--- config.mk ---
export PLATFORM = sky130hd
export DESIGN_NAME = piecewise_linear_interpolator_core
export DESIGN_NICKNAME = d
export VERILOG_FILES = /design/src/hdl/pli_pkg.sv /design/src/hdl/pli_ram.sv /design/src/hdl/pli_front.sv /design/src/hdl/pli_back.sv /design/src/hdl/piecewise_linear_interpolator_core.sv
export SDC_FILE = /design/constraint.sdc
export NUM_CORES = 2
export LEC_CHECK = 0
export ABC_AREA = 1
export BUFFER_PORTS_ARGS = -buffer_cell sky130_fd_sc_hd__buf_2
export CAP_MARGIN = 25
export CORE_ASPECT_RATIO = 1.2
export CORE_MARGIN = 2
export CORE_UTILIZATION = 65
export DETAILED_ROUTE_END_ITERATION = 6
export HOLD_SLACK_MARGIN = 0.1
export PLACE_DENSITY = 0.84
export SLEW_MARGIN = 20
export SYNTH_ARGS = -nofsm -noshare
export SYNTH_HDL_FRONTEND = slang
export SYNTH_HIERARCHICAL = 1
export SYNTH_SLANG_ARGS = --single-unit
export TNS_END_PERCENT = 100
--- constraint.sdc ---
create_clock -name clk -period 26.6 [get_ports clk]
set_clock_uncertainty 0.15 [all_clocks]
set_input_delay 0 -clock clk [delete_from_list [all_inputs] [get_ports clk]]
set_output_delay 0 -clock clk [all_outputs]
set_load 0.005 [all_outputs]
--- src/hdl/pli_pkg.sv ---
`timescale 1ns / 1ps

package pli_pkg;

    localparam int IDX_W    = 4;
    localparam int VAL_W    = 32;
    localparam int DIV_BITS = 35;
    localparam int CNT_W    = $clog2(DIV_BITS);
    localparam int PROD_W   = 2 * VAL_W;

    localparam logic OP_EVAL = 1'b0;
    localparam logic OP_LOAD = 1'b1;

    localparam logic [DIV_BITS-1:0] SAT_LIMIT = DIV_BITS'(64'h2_0000_0000);
    localparam logic [VAL_W-1:0]    VAL_MAX   = 32'h7FFF_FFFF;
    localparam logic [VAL_W-1:0]    VAL_MIN   = 32'h8000_0000;

    typedef enum logic [1:0] {
        KIND_EVAL,
        KIND_LOAD,
        KIND_DROP
    } kind_t;

    typedef struct packed {
        kind_t                    kind;
        logic [IDX_W-1:0]         idx;
        logic signed [VAL_W-1:0]  x;
        logic signed [VAL_W-1:0]  y;
    } item_t;

    typedef enum logic [3:0] {
        BK_IDLE,
        BK_CHK0,
        BK_SRCH,
        BK_CALC,
        BK_MUL,
        BK_DCHK,
        BK_DIV,
        BK_FIN
    } bk_state_t;

    typedef struct packed {
        logic empty;
        logic full;
    } q_status_t;

    typedef struct packed {
        logic idle;
        logic dividing;
    } bk_status_t;

endpackage

--- src/hdl/pli_ram.sv ---
`timescale 1ns / 1ps

module pli_ram #(
    parameter int WIDTH = 64,
    parameter int DEPTH = 10,
    localparam int AW   = (DEPTH > 1) ? $clog2(DEPTH) : 1
) (
    input  logic             clk,
    input  logic             we,
    input  logic [AW-1:0]    waddr,
    input  logic [WIDTH-1:0] wdata,
    input  logic [AW-1:0]    raddr,
    output logic [WIDTH-1:0] rdata
);

    logic [WIDTH-1:0] mem [DEPTH];
    logic [WIDTH-1:0] rdata_reg;

    always_ff @(posedge clk)
    begin
        if (we)
        begin
            mem[waddr] <= wdata;
        end
        rdata_reg <= mem[raddr];
    end

    assign rdata = rdata_reg;

endmodule

--- src/hdl/pli_front.sv ---
`timescale 1ns / 1ps

module pli_front #(
    parameter int POINTS = 10
) (
    input  logic                         clk,
    input  logic                         rst_n,
    input  logic                         start,
    output logic                         busy,
    input  logic                         operation,
    input  logic [pli_pkg::IDX_W-1:0]    point_index,
    input  logic signed [pli_pkg::VAL_W-1:0] x_value,
    input  logic signed [pli_pkg::VAL_W-1:0] y_value,
    output pli_pkg::item_t               item,
    output logic                         item_valid,
    input  logic                         item_ready,
    output pli_pkg::q_status_t           status
);

    import pli_pkg::*;

    item_t      ent_reg [2];
    item_t      ent_next [2];
    logic       wptr_reg, wptr_next;
    logic       rptr_reg, rptr_next;
    logic [1:0] cnt_reg, cnt_next;
    logic       push, pop;
    item_t      cls;

    always_comb
    begin
        cls.idx = point_index;
        cls.x   = x_value;
        cls.y   = y_value;
        unique case (operation)
            OP_LOAD: cls.kind = (int'(point_index) < POINTS) ? KIND_LOAD : KIND_DROP;
            OP_EVAL: cls.kind = KIND_EVAL;
            default: cls.kind = KIND_DROP;
        endcase
    end

    assign busy       = (cnt_reg == 2'd2);
    assign item_valid = (cnt_reg != 2'd0);
    assign item       = ent_reg[rptr_reg];
    assign push       = start && !busy;
    assign pop        = item_valid && item_ready;
    assign status     = '{empty: (cnt_reg == 2'd0), full: busy};

    always_comb
    begin
        ent_next  = ent_reg;
        wptr_next = wptr_reg;
        rptr_next = rptr_reg;
        cnt_next  = cnt_reg;
        if (push)
        begin
            ent_next[wptr_reg] = cls;
            wptr_next          = !wptr_reg;
        end
        if (pop)
        begin
            rptr_next = !rptr_reg;
        end
        case ({push, pop})
            2'b10:   cnt_next = cnt_reg + 2'd1;
            2'b01:   cnt_next = cnt_reg - 2'd1;
            default: cnt_next = cnt_reg;
        endcase
    end

    always_ff @(posedge clk or negedge rst_n)
    begin
        if (!rst_n)
        begin
            wptr_reg <= 1'b0;
            rptr_reg <= 1'b0;
            cnt_reg  <= 2'd0;
        end
        else
        begin
            wptr_reg <= wptr_next;
            rptr_reg <= rptr_next;
            cnt_reg  <= cnt_next;
        end
    end

    always_ff @(posedge clk)
    begin
        ent_reg <= ent_next;
    end

endmodule

--- src/hdl/pli_back.sv ---
`timescale 1ns / 1ps

module pli_back #(
    parameter int POINTS = 10,
    localparam int AW    = $clog2(POINTS)
) (
    input  logic                             clk,
    input  logic                             rst_n,
    input  pli_pkg::item_t                   item,
    input  logic                             item_valid,
    output logic                             item_ready,
    output logic                             result_valid,
    output logic signed [pli_pkg::VAL_W-1:0] result_y,
    output logic [pli_pkg::IDX_W-1:0]        segment,
    output logic                             clamped,
    output pli_pkg::bk_status_t              status
);

    import pli_pkg::*;

    bk_state_t state_reg, state_next;

    logic [POINTS-1:0] vld_reg, vld_next;
    logic              rd_vld_reg, rd_vld_next;

    logic signed [VAL_W-1:0] q_reg, q_next;
    logic signed [VAL_W-1:0] xq_reg, xq_next;
    logic                    clamp_reg, clamp_next;
    logic signed [VAL_W-1:0] x0_reg, x0_next;
    logic signed [VAL_W-1:0] y0_reg, y0_next;
    logic signed [VAL_W-1:0] x1_reg, x1_next;
    logic signed [VAL_W-1:0] y1_reg, y1_next;
    logic [AW-1:0]           n_reg, n_next;
    logic [VAL_W-1:0]        dxm_reg, dxm_next;
    logic [VAL_W-1:0]        dym_reg, dym_next;
    logic [VAL_W-1:0]        mxm_reg, mxm_next;
    logic                    neg_reg, neg_next;
    logic                    mxz_reg, mxz_next;
    logic [PROD_W-1:0]       prod_reg, prod_next;
    logic                    sat_reg, sat_next;
    logic [VAL_W-1:0]        rem_reg, rem_next;
    logic [DIV_BITS-1:0]     dvd_reg, dvd_next;
    logic [DIV_BITS-1:0]     quot_reg, quot_next;
    logic [CNT_W-1:0]        cnt_reg, cnt_next;

    logic                    res_vld_reg, res_vld_next;
    logic signed [VAL_W-1:0] res_y_reg, res_y_next;
    logic [IDX_W-1:0]        res_seg_reg, res_seg_next;
    logic                    res_clp_reg, res_clp_next;

    logic                    ram_we;
    logic [AW-1:0]           ram_waddr;
    logic [AW-1:0]           ram_raddr;
    logic [2*VAL_W-1:0]      ram_q;
    logic signed [VAL_W-1:0] rd_x, rd_y;

    logic signed [VAL_W:0]   dx_w, mx_w, dy_w;
    logic [VAL_W:0]          dx_a, mx_a, dy_a;
    logic [VAL_W:0]          div_t;
    logic                    div_ge;
    logic signed [VAL_W+3:0] sum_w;
    logic [AW:0]             n_plus2;

    pli_ram #(
        .WIDTH(2 * VAL_W),
        .DEPTH(POINTS)
    ) u_tbl (
        .clk  (clk),
        .we   (ram_we),
        .waddr(ram_waddr),
        .wdata({item.x, item.y}),
        .raddr(ram_raddr),
        .rdata(ram_q)
    );

    assign rd_x = rd_vld_reg ? $signed(ram_q[2*VAL_W-1:VAL_W]) : '0;
    assign rd_y = rd_vld_reg ? $signed(ram_q[VAL_W-1:0]) : '0;

    assign dx_w = {xq_reg[VAL_W-1], xq_reg} - {x0_reg[VAL_W-1], x0_reg};
    assign mx_w = {x1_reg[VAL_W-1], x1_reg} - {x0_reg[VAL_W-1], x0_reg};
    assign dy_w = {y1_reg[VAL_W-1], y1_reg} - {y0_reg[VAL_W-1], y0_reg};
    assign dx_a = dx_w[VAL_W] ? (VAL_W+1)'(-dx_w) : dx_w;
    assign mx_a = mx_w[VAL_W] ? (VAL_W+1)'(-mx_w) : mx_w;
    assign dy_a = dy_w[VAL_W] ? (VAL_W+1)'(-dy_w) : dy_w;

    assign div_t  = {rem_reg, dvd_reg[DIV_BITS-1]};
    assign div_ge = (div_t >= {1'b0, mxm_reg});

    assign sum_w = neg_reg ? ((VAL_W+4)'(y0_reg) - $signed({1'b0, quot_reg}))
                           : ((VAL_W+4)'(y0_reg) + $signed({1'b0, quot_reg}));

    assign n_plus2 = (AW+1)'(n_reg) + (AW+1)'(2);

    assign item_ready   = (state_reg == BK_IDLE);
    assign result_valid = res_vld_reg;
    assign result_y     = res_y_reg;
    assign segment      = res_seg_reg;
    assign clamped      = res_clp_reg;
    assign status       = '{idle: (state_reg == BK_IDLE), dividing: (state_reg == BK_DIV)};

    always_comb
    begin
        state_next   = state_reg;
        vld_next     = vld_reg;
        q_next       = q_reg;
        xq_next      = xq_reg;
        clamp_next   = clamp_reg;
        x0_next      = x0_reg;
        y0_next      = y0_reg;
        x1_next      = x1_reg;
        y1_next      = y1_reg;
        n_next       = n_reg;
        dxm_next     = dxm_reg;
        dym_next     = dym_reg;
        mxm_next     = mxm_reg;
        neg_next     = neg_reg;
        mxz_next     = mxz_reg;
        prod_next    = prod_reg;
        sat_next     = sat_reg;
        rem_next     = rem_reg;
        dvd_next     = dvd_reg;
        quot_next    = quot_reg;
        cnt_next     = cnt_reg;
        res_vld_next = 1'b0;
        res_y_next   = res_y_reg;
        res_seg_next = res_seg_reg;
        res_clp_next = res_clp_reg;
        ram_we       = 1'b0;
        ram_waddr    = AW'(item.idx);
        ram_raddr    = '0;

        unique case (state_reg)
            BK_IDLE:
            begin
                if (item_valid)
                begin
                    unique case (item.kind)
                        KIND_LOAD:
                        begin
                            ram_we                = 1'b1;
                            vld_next[AW'(item.idx)] = 1'b1;
                        end
                        KIND_EVAL:
                        begin
                            q_next     = item.x;
                            xq_next    = item.x;
                            clamp_next = 1'b0;
                            state_next = BK_CHK0;
                        end
                        default:
                        begin
                        end
                    endcase
                end
            end
            BK_CHK0:
            begin
                if (q_reg < rd_x)
                begin
                    res_vld_next = 1'b1;
                    res_y_next   = rd_y;
                    res_seg_next = '0;
                    res_clp_next = 1'b1;
                    state_next   = BK_IDLE;
                end
                else
                begin
                    x0_next    = rd_x;
                    y0_next    = rd_y;
                    n_next     = '0;
                    ram_raddr  = AW'(1);
                    state_next = BK_SRCH;
                end
            end
            BK_SRCH:
            begin
                ram_raddr = AW'(n_plus2);
                if (q_reg < rd_x)
                begin
                    x1_next    = rd_x;
                    y1_next    = rd_y;
                    state_next = BK_CALC;
                end
                else if (int'(n_reg) == POINTS - 2)
                begin
                    x1_next = rd_x;
                    y1_next = rd_y;
                    if (q_reg > rd_x)
                    begin
                        xq_next    = rd_x;
                        clamp_next = 1'b1;
                    end
                    state_next = BK_CALC;
                end
                else
                begin
                    x0_next = rd_x;
                    y0_next = rd_y;
                    n_next  = n_reg + AW'(1);
                end
            end
            BK_CALC:
            begin
                dxm_next   = dx_a[VAL_W-1:0];
                dym_next   = dy_a[VAL_W-1:0];
                mxm_next   = mx_a[VAL_W-1:0];
                mxz_next   = (mx_w == '0);
                neg_next   = (dx_w == '0 || dy_w == '0) ? 1'b0
                                : (dx_w[VAL_W] ^ dy_w[VAL_W] ^ mx_w[VAL_W]);
                state_next = BK_MUL;
            end
            BK_MUL:
            begin
                prod_next  = dxm_reg * dym_reg;
                state_next = mxz_reg ? BK_FIN : BK_DCHK;
            end
            BK_DCHK:
            begin
                sat_next  = (VAL_W'(prod_reg[PROD_W-1:DIV_BITS]) >= mxm_reg);
                rem_next  = VAL_W'(prod_reg[PROD_W-1:DIV_BITS]);
                dvd_next  = prod_reg[DIV_BITS-1:0];
                quot_next = '0;
                cnt_next  = CNT_W'(DIV_BITS - 1);
                state_next = (VAL_W'(prod_reg[PROD_W-1:DIV_BITS]) >= mxm_reg) ? BK_FIN
                                                                               : BK_DIV;
            end
            BK_DIV:
            begin
                rem_next  = div_ge ? VAL_W'(div_t - {1'b0, mxm_reg}) : div_t[VAL_W-1:0];
                quot_next = {quot_reg[DIV_BITS-2:0], div_ge};
                dvd_next  = {dvd_reg[DIV_BITS-2:0], 1'b0};
                cnt_next  = cnt_reg - CNT_W'(1);
                if (cnt_reg == '0)
                begin
                    state_next = BK_FIN;
                end
            end
            BK_FIN:
            begin
                res_vld_next = 1'b1;
                res_seg_next = IDX_W'(n_reg);
                res_clp_next = clamp_reg;
                if (mxz_reg)
                begin
                    res_y_next = y0_reg;
                end
                else if (sat_reg || quot_reg > SAT_LIMIT)
                begin
                    res_y_next = neg_reg ? VAL_MIN : VAL_MAX;
                end
                else if (sum_w[VAL_W+3:VAL_W-1] != {5{sum_w[VAL_W+3]}})
                begin
                    res_y_next = sum_w[VAL_W+3] ? VAL_MIN : VAL_MAX;
                end
                else
                begin
                    res_y_next = sum_w[VAL_W-1:0];
                end
                state_next = BK_IDLE;
            end
            default:
            begin
                state_next = BK_IDLE;
            end
        endcase

        rd_vld_next = (int'(ram_raddr) < POINTS) ? vld_next[ram_raddr] : 1'b0;
        if (int'(ram_raddr) < POINTS)
        begin
            rd_vld_next = vld_reg[ram_raddr];
        end
    end

    always_ff @(posedge clk or negedge rst_n)
    begin
        if (!rst_n)
        begin
            state_reg   <= BK_IDLE;
            vld_reg     <= '0;
            rd_vld_reg  <= 1'b0;
            res_vld_reg <= 1'b0;
        end
        else
        begin
            state_reg   <= state_next;
            vld_reg     <= vld_next;
            rd_vld_reg  <= rd_vld_next;
            res_vld_reg <= res_vld_next;
        end
    end

    always_ff @(posedge clk)
    begin
        q_reg       <= q_next;
        xq_reg      <= xq_next;
        clamp_reg   <= clamp_next;
        x0_reg      <= x0_next;
        y0_reg      <= y0_next;
        x1_reg      <= x1_next;
        y1_reg      <= y1_next;
        n_reg       <= n_next;
        dxm_reg     <= dxm_next;
        dym_reg     <= dym_next;
        mxm_reg     <= mxm_next;
        neg_reg     <= neg_next;
        mxz_reg     <= mxz_next;
        prod_reg    <= prod_next;
        sat_reg     <= sat_next;
        rem_reg     <= rem_next;
        dvd_reg     <= dvd_next;
        quot_reg    <= quot_next;
        cnt_reg     <= cnt_next;
        res_y_reg   <= res_y_next;
        res_seg_reg <= res_seg_next;
        res_clp_reg <= res_clp_next;
    end

endmodule

--- src/hdl/piecewise_linear_interpolator_core.sv ---
`timescale 1ns / 1ps

// Piecewise linear interpolation table of POINTS breakpoints in signed Q16.16. Items enter
// through a two-deep queue; busy is high only while that queue is full, and the block reads
// its table through one registered port, so items are carried out one at a time. A load
// item leaves the queue and writes its breakpoint, or is dropped if its index is POINTS or
// more. An evaluate item whose query lies below the first x ends after a first-breakpoint
// check; otherwise it runs that check, a search step per breakpoint up to the upper end of
// the segment, a setup step, a multiply step, a range check, the one-bit-per-cycle restoring
// divider, a final step and the result cycle. A zero-width segment skips the range check and
// the divide, and a quotient found out of range at the check skips the divide. Each result
// shows on result_y, segment and clamped for exactly one cycle while result_valid is high;
// the receiver cannot stall it. The table reads as all zero after reset.
module piecewise_linear_interpolator_core #(
    parameter int POINTS = 10
) (
    input  logic                             clk,
    input  logic                             rst_n,
    input  logic                             start,
    output logic                             busy,
    input  logic                             operation,
    input  logic [pli_pkg::IDX_W-1:0]        point_index,
    input  logic signed [pli_pkg::VAL_W-1:0] x_value,
    input  logic signed [pli_pkg::VAL_W-1:0] y_value,
    output logic                             result_valid,
    output logic signed [pli_pkg::VAL_W-1:0] result_y,
    output logic [pli_pkg::IDX_W-1:0]        segment,
    output logic                             clamped
);

    import pli_pkg::*;

    item_t      item;
    logic       item_valid;
    logic       item_ready;
    q_status_t  q_status;
    bk_status_t bk_status;

    pli_front #(
        .POINTS(POINTS)
    ) u_front (
        .clk        (clk),
        .rst_n      (rst_n),
        .start      (start),
        .busy       (busy),
        .operation  (operation),
        .point_index(point_index),
        .x_value    (x_value),
        .y_value    (y_value),
        .item       (item),
        .item_valid (item_valid),
        .item_ready (item_ready),
        .status     (q_status)
    );

    pli_back #(
        .POINTS(POINTS)
    ) u_back (
        .clk         (clk),
        .rst_n       (rst_n),
        .item        (item),
        .item_valid  (item_valid),
        .item_ready  (item_ready),
        .result_valid(result_valid),
        .result_y    (result_y),
        .segment     (segment),
        .clamped     (clamped),
        .status      (bk_status)
    );

    a_strobe_single: assert property (@(posedge clk) disable iff (!rst_n)
        result_valid |=> !result_valid)
        else $error("result strobe held for two cycles");

    a_result_from_work: assert property (@(posedge clk) disable iff (!rst_n)
        result_valid |-> $past(!bk_status.idle))
        else $error("result appeared without an item in progress");

    a_queue_sane: assert property (@(posedge clk) disable iff (!rst_n)
        !(q_status.empty && q_status.full))
        else $error("queue both empty and full");

    a_quiet_while_dividing: assert property (@(posedge clk) disable iff (!rst_n)
        bk_status.dividing |-> !result_valid)
        else $error("result strobe during divide");

endmodule
---- Word-level counts from Yosys, hierarchy flattened ----
Memory sizes are Yosys's and may differ from the RTL's. A register that Yosys moved wholly into a read port is not among the register bits.
Index checks and enable logic that the tools add are counted.
storage, ports and cells
  memory bits (writable) .................. 640
  memories ................................ 1
  logic and storage cells ................. 206
  input bits .............................. 72
  output and inout port bits .............. 39
  register bits ........................... 665
memories
  memory            depth  width  rd ports  clocked after memory_dff  write ports  line           source
  u_back.u_tbl.mem  10     64     1         1                         1            pli_ram.sv:16  logic [WIDTH-1:0] mem [DEPTH];
cells by class
  mux-type cells .......................... 82
  reductions and logical operators ........ 29
  $add $sub $neg .......................... 14
  $mul .................................... 1
  bitwise operators ....................... 6
  magnitude comparators ................... 13
  eq/ne operators ......................... 23
operators by type and width
  operator                                              number
  two-way mux 32 bit                                    27
  case mux 32 bit (2 select lines)                      5
  two-way mux 70 bit                                    4
  bitwise mux 140 bit                                   1
  case mux 35 bit (2 select lines)                      2
  zero test 33 bit                                      3
  subtractor 32 x 32 -> 33 bit                          3
  negator 32 bit                                        3
  demux 70 bit (select 1 bit)                           1
  multiplier 32 x 32 -> 64 bit                          1
  adder 32 x 36 -> 36 bit                               1
  two-way mux 36 bit                                    1
  two-way mux 4 bit                                     9
  subtractor 32 x 36 -> 36 bit                          1
  > comparator 35 x 34 -> 1 bit, second input constant  1
  >= comparator 33 x 32 -> 1 bit                        1
  >= comparator 29 x 32 -> 1 bit                        1
  > comparator 32 bit                                   1
  < comparator 32 bit                                   1
  subtractor 32 bit                                     1
  case mux 4 bit (7 select lines)                       1
  case mux 4 bit (2 select lines)                       3
  two-way mux 1 bit                                     17
  equality test 4 x 3 -> 1 bit, second input constant   4
  other kinds (40)                                      75

---- Depth between registers and ports, before layout ----
  word-level depth ........................ 10
  gate-level depth with buffers ........... 37
  gate-level depth less buffers ........... 36

---- By module ----
The synthesis kept the hierarchy.
by module, submodules not included
  module     instances  area an instance (um^2)  cells each  sequential area each (um^2)
  pli_back   1          70990.6                  9181        15539.9
  pli_ram    1          28086.9                  2519        20499.7
  pli_front  1          6168.4                   403         4304.1

---- Worst setup path before layout ----
OpenSTA, ideal clock, no wires.
  kind .................................... register to register
  start ................................... reg u_back.state_reg[2]
  end ..................................... reg u_back.cnt_reg[0] (enable)
  path buffers ............................ 0
  arrival ................................. 8.257 ns
  clock period less this slack ............ 9.135 ns
  data required time ...................... 25.722 ns
  path slack .............................. 17.465 ns
  stages on the path, launching flop included .. 5
  cell sequence ........................... dfrtp_1 inv_1 nor2_1 inv_1 o21ai_0
on the way
  cells in the longest elaborated chain, start to end .. 2
RTL lines
  what                                             line             source
  start: declaration                               pli_back.sv:21   bk_state_t state_reg, state_next;
  start signal: assignment                         pli_back.sv:285  state_reg <= state_next;
  equality test 4 x 3 -> 1 bit (on tied branches)  --
  nonzero test 2 bit (no line) (*)                 --
  end signal: assignment                           pli_back.sv:312  cnt_reg <= cnt_next;
  end: declaration                                 pli_back.sv:44   logic [CNT_W-1:0] cnt_reg, cnt_next;
Mark *: on every way between the ends. The rest lies on a longest branch, timed or not.
A chain may end at the register's enable or synchronous reset.

---- Worst setup path in the final report ----
  start ................................... reg u_back.dym_reg[15]
  end ..................................... reg u_back.prod_reg[52], data pin
on the way
  cells in the longest elaborated chain, start to end .. 1
RTL lines
  what                          line             source
  start: declaration            pli_back.sv:35   logic [VAL_W-1:0] dym_reg, dym_next;
  start signal: assignment      pli_back.sv:303  dym_reg <= dym_next;
  multiplier 32 x 32 -> 64 bit  pli_back.sv:214  prod_next = dxm_reg * dym_reg;
  end signal: assignment        pli_back.sv:307  prod_reg <= prod_next;
  end: declaration              pli_back.sv:39   logic [PROD_W-1:0] prod_reg, prod_next;
No other way between the ends.

==> results_dict.tcl <==
set metrics [dict create \
    row_count 161 \
    final_area_sq_um 113800 \
    violations "DRC" \
    critPathKind "reg -> reg" \
    cts_made_buffers 137 \
    syn_nets 13570 \
    grt_pass1_vias 86540 \
    die_x_microns 371.3 \
    max-cap-violations 0 \
    cts_root_buf "clkbuf_16" \
    finalSetupViolations 0 \
    grt_setup_unrepaired "no" \
    hold_path.class "in -> async" \
    overflow 0 \
    cts.sinks 1368 \
    fin_nets 13660 \
    clock.fmax_ghz 0.1219 \
    first_iter_violations 8729 \
    ctsResizeCount 0 \
    setup_tns_ns 0 \
    clkLatencyLatePin_ns 0.83 \
    globalplace.congestion 1.006 \
    min_period_ns 8.206 \
    hold_viol_final 0 \
    largest_reg_flops 640 \
    vias_per_cell 5.781 \
    antenna_found_initial 1 \
    end_kind "flop" \
    drv_slew 0 \
    wl_mm 317.9 \
    startpoint_type "flop" \
    synth_cells 12100 \
    postCtsSetupRepairBufs 0 \
    track_usage 0.3882 \
    cts_tree "done" \
    placed_area_sq_um 107500 \
    path_clk_slew_ns 0.07 \
    fillCellCount 11770 \
    fin_crit_sh 0.3085 \
    place_inst 14030 \
    drt_first_pass_iters 7 \
    initial_core_util 0.6554 \
    area_delta_synth_final_pct 8.137 \
    status "finished with violations" \
    antenna_left 0 \
    path_max_fanout 17 \
    yosys_warnings 6 \
    fin_util 0.7088 \
    ioPinCount 111 \
    grt_max_degree 196 \
    netlist_area_sq_um 105200 \
    clk_path_buf_depth 3 \
    place_hpwl_mm 220.8 \
    h-tree-depth 4 \
    port_buffers 110 \
    worst-slew-pin-transition_ns 1.091 \
    relSlewSlack 0.2713 \
    cp.required_ns 26.99 \
    core_sq_um 160600 \
    dieArea_sq_um 165100 \
    avgSynthCellArea_sq_um 8.696 \
    drc 14 \
    vias 83380 \
    routedWlPerCell_microns 22.04 \
    drive_above_1_share 0.06072 \
    die_y_microns 444.8 \
    fin_cells 14420 \
    grt_first_pass_wirelength_mm 485.7 \
    worstPathArrival_ns 8.60 \
]
layer usage:
layer,GRT usage,part of all wire
met1,0.4406,0.34
met5,0,0.00011
met4,0.2672,0.080
met2,0.6702,0.50
met3,0.06228,0.083
cell type report:
cell class	instances	area [sq um]	share of cell area
diodes	2	5.005	0.00004398
clock buffers	167	3611	0.03173
clock inverters	86	1182	0.01039
inverters	2660	10010	0.08798
multi-input cells	7657	53100	0.4666
flip-flops and latches	1368	40350	0.3546
well taps	2119	2651	0.02330
repair buffers	365	2885	0.02536
metrics by stage:
step	worst slack (ns)	hold slack (ns)
after global placement	18.58	-0.1841
final	18.39	0.2381
after detailed placement	18.44	-0.1777
after floorplan	17.46	-0.4456
after global routing	17.99	0.3048
after CTS	18.43	0.2163
worst max-delay path, stage by stage, from the launching register on:
cell      delay [ns]
edfxtp_1        0.85
buf_4           0.38
nand2_1         0.09
inv_1           0.10
fa_1            0.45
fa_1            0.52
inv_1           0.05
fa_1            0.41
fa_1            0.56
inv_1           0.06
fa_1            0.58
fa_1            0.47
fa_1            0.54
fa_1            0.47
ha_1            0.50
nand2_1         0.16
nor2_1          0.14
inv_1           0.08
nor2_1          0.14
nor4b_1         0.24
a21oi_1         0.15
o21ai_0         0.38
nand2_1         0.09
nand2_1         0.15
a21oi_1         0.10
xnor2_1         0.14
cell usage in the layout, fill, tap and decap left out, types with 10 or more instances in the layout:
cell type and n:
a21boi_0 10, a21o_1 19, a21oi_1 345, a31o_2 12, a31oi_1 32, buf_2 110, buf_4 109, bufinv_16 15
clkbuf_1 23, clkbuf_16 137, clkinv_1 17, clkinv_16 11, clkinv_2 22, dfrtp_1 17, dfxtp_1 64, dlygate4sd3_1 142
edfxtp_1 1285, fa_1 901, ha_1 497, inv_1 2621, inv_2 31, nand2_1 3375, nand2_2 95, nand2_4 74
nand3_1 704, nand3b_1 33, nand4_1 82, nor2_1 693, nor2_2 21, nor2_4 16, nor3_1 61, nor3_2 11
nor4_1 12, o21a_1 19, o21ai_0 255, o21ai_1 19, o21bai_1 28, xnor2_1 82, xor2_1 170
what timing repair did:
action                     4_1_cts  5_1_grt
setup endpoints to repair        0        0
hold buffers                   142        0
hold endpoints to repair       190        0
worst paths after layout:
| path | start | end | slack, ns | cells after the start |
|---|---|---|---|---|
| max in group asynchronous | rst_n | u_front/rptr_reg$_DFFE_PN0P_ | 25.45 | 3 |
| max | u_back/dym_reg[15]$_DFFE_PN_ | u_back/prod_reg[52]$_DFFE_PN_ | 18.39 | 25 |
| max reg2reg | u_back/dym_reg[15]$_DFFE_PN_ | u_back/prod_reg[52]$_DFFE_PN_ | 18.39 | 25 |
| min in group clk | x_value[22] | u_front/ent_reg[124]$_DFFE_PP_ | 0.31 | 3 |
| min | rst_n | u_back/vld_reg[7]$_DFFE_PN0P_ | 0.24 | 3 |
| min reg2reg | u_back/u_tbl/mem[9][12]$_DFFE_PP_ | u_back/u_tbl/rdata[12]$_DFF_P_ | 0.32 | 2 |
Power is not shown: default switching activity piles up to over one toggle a cycle in this logic, so the estimate is an artifact.
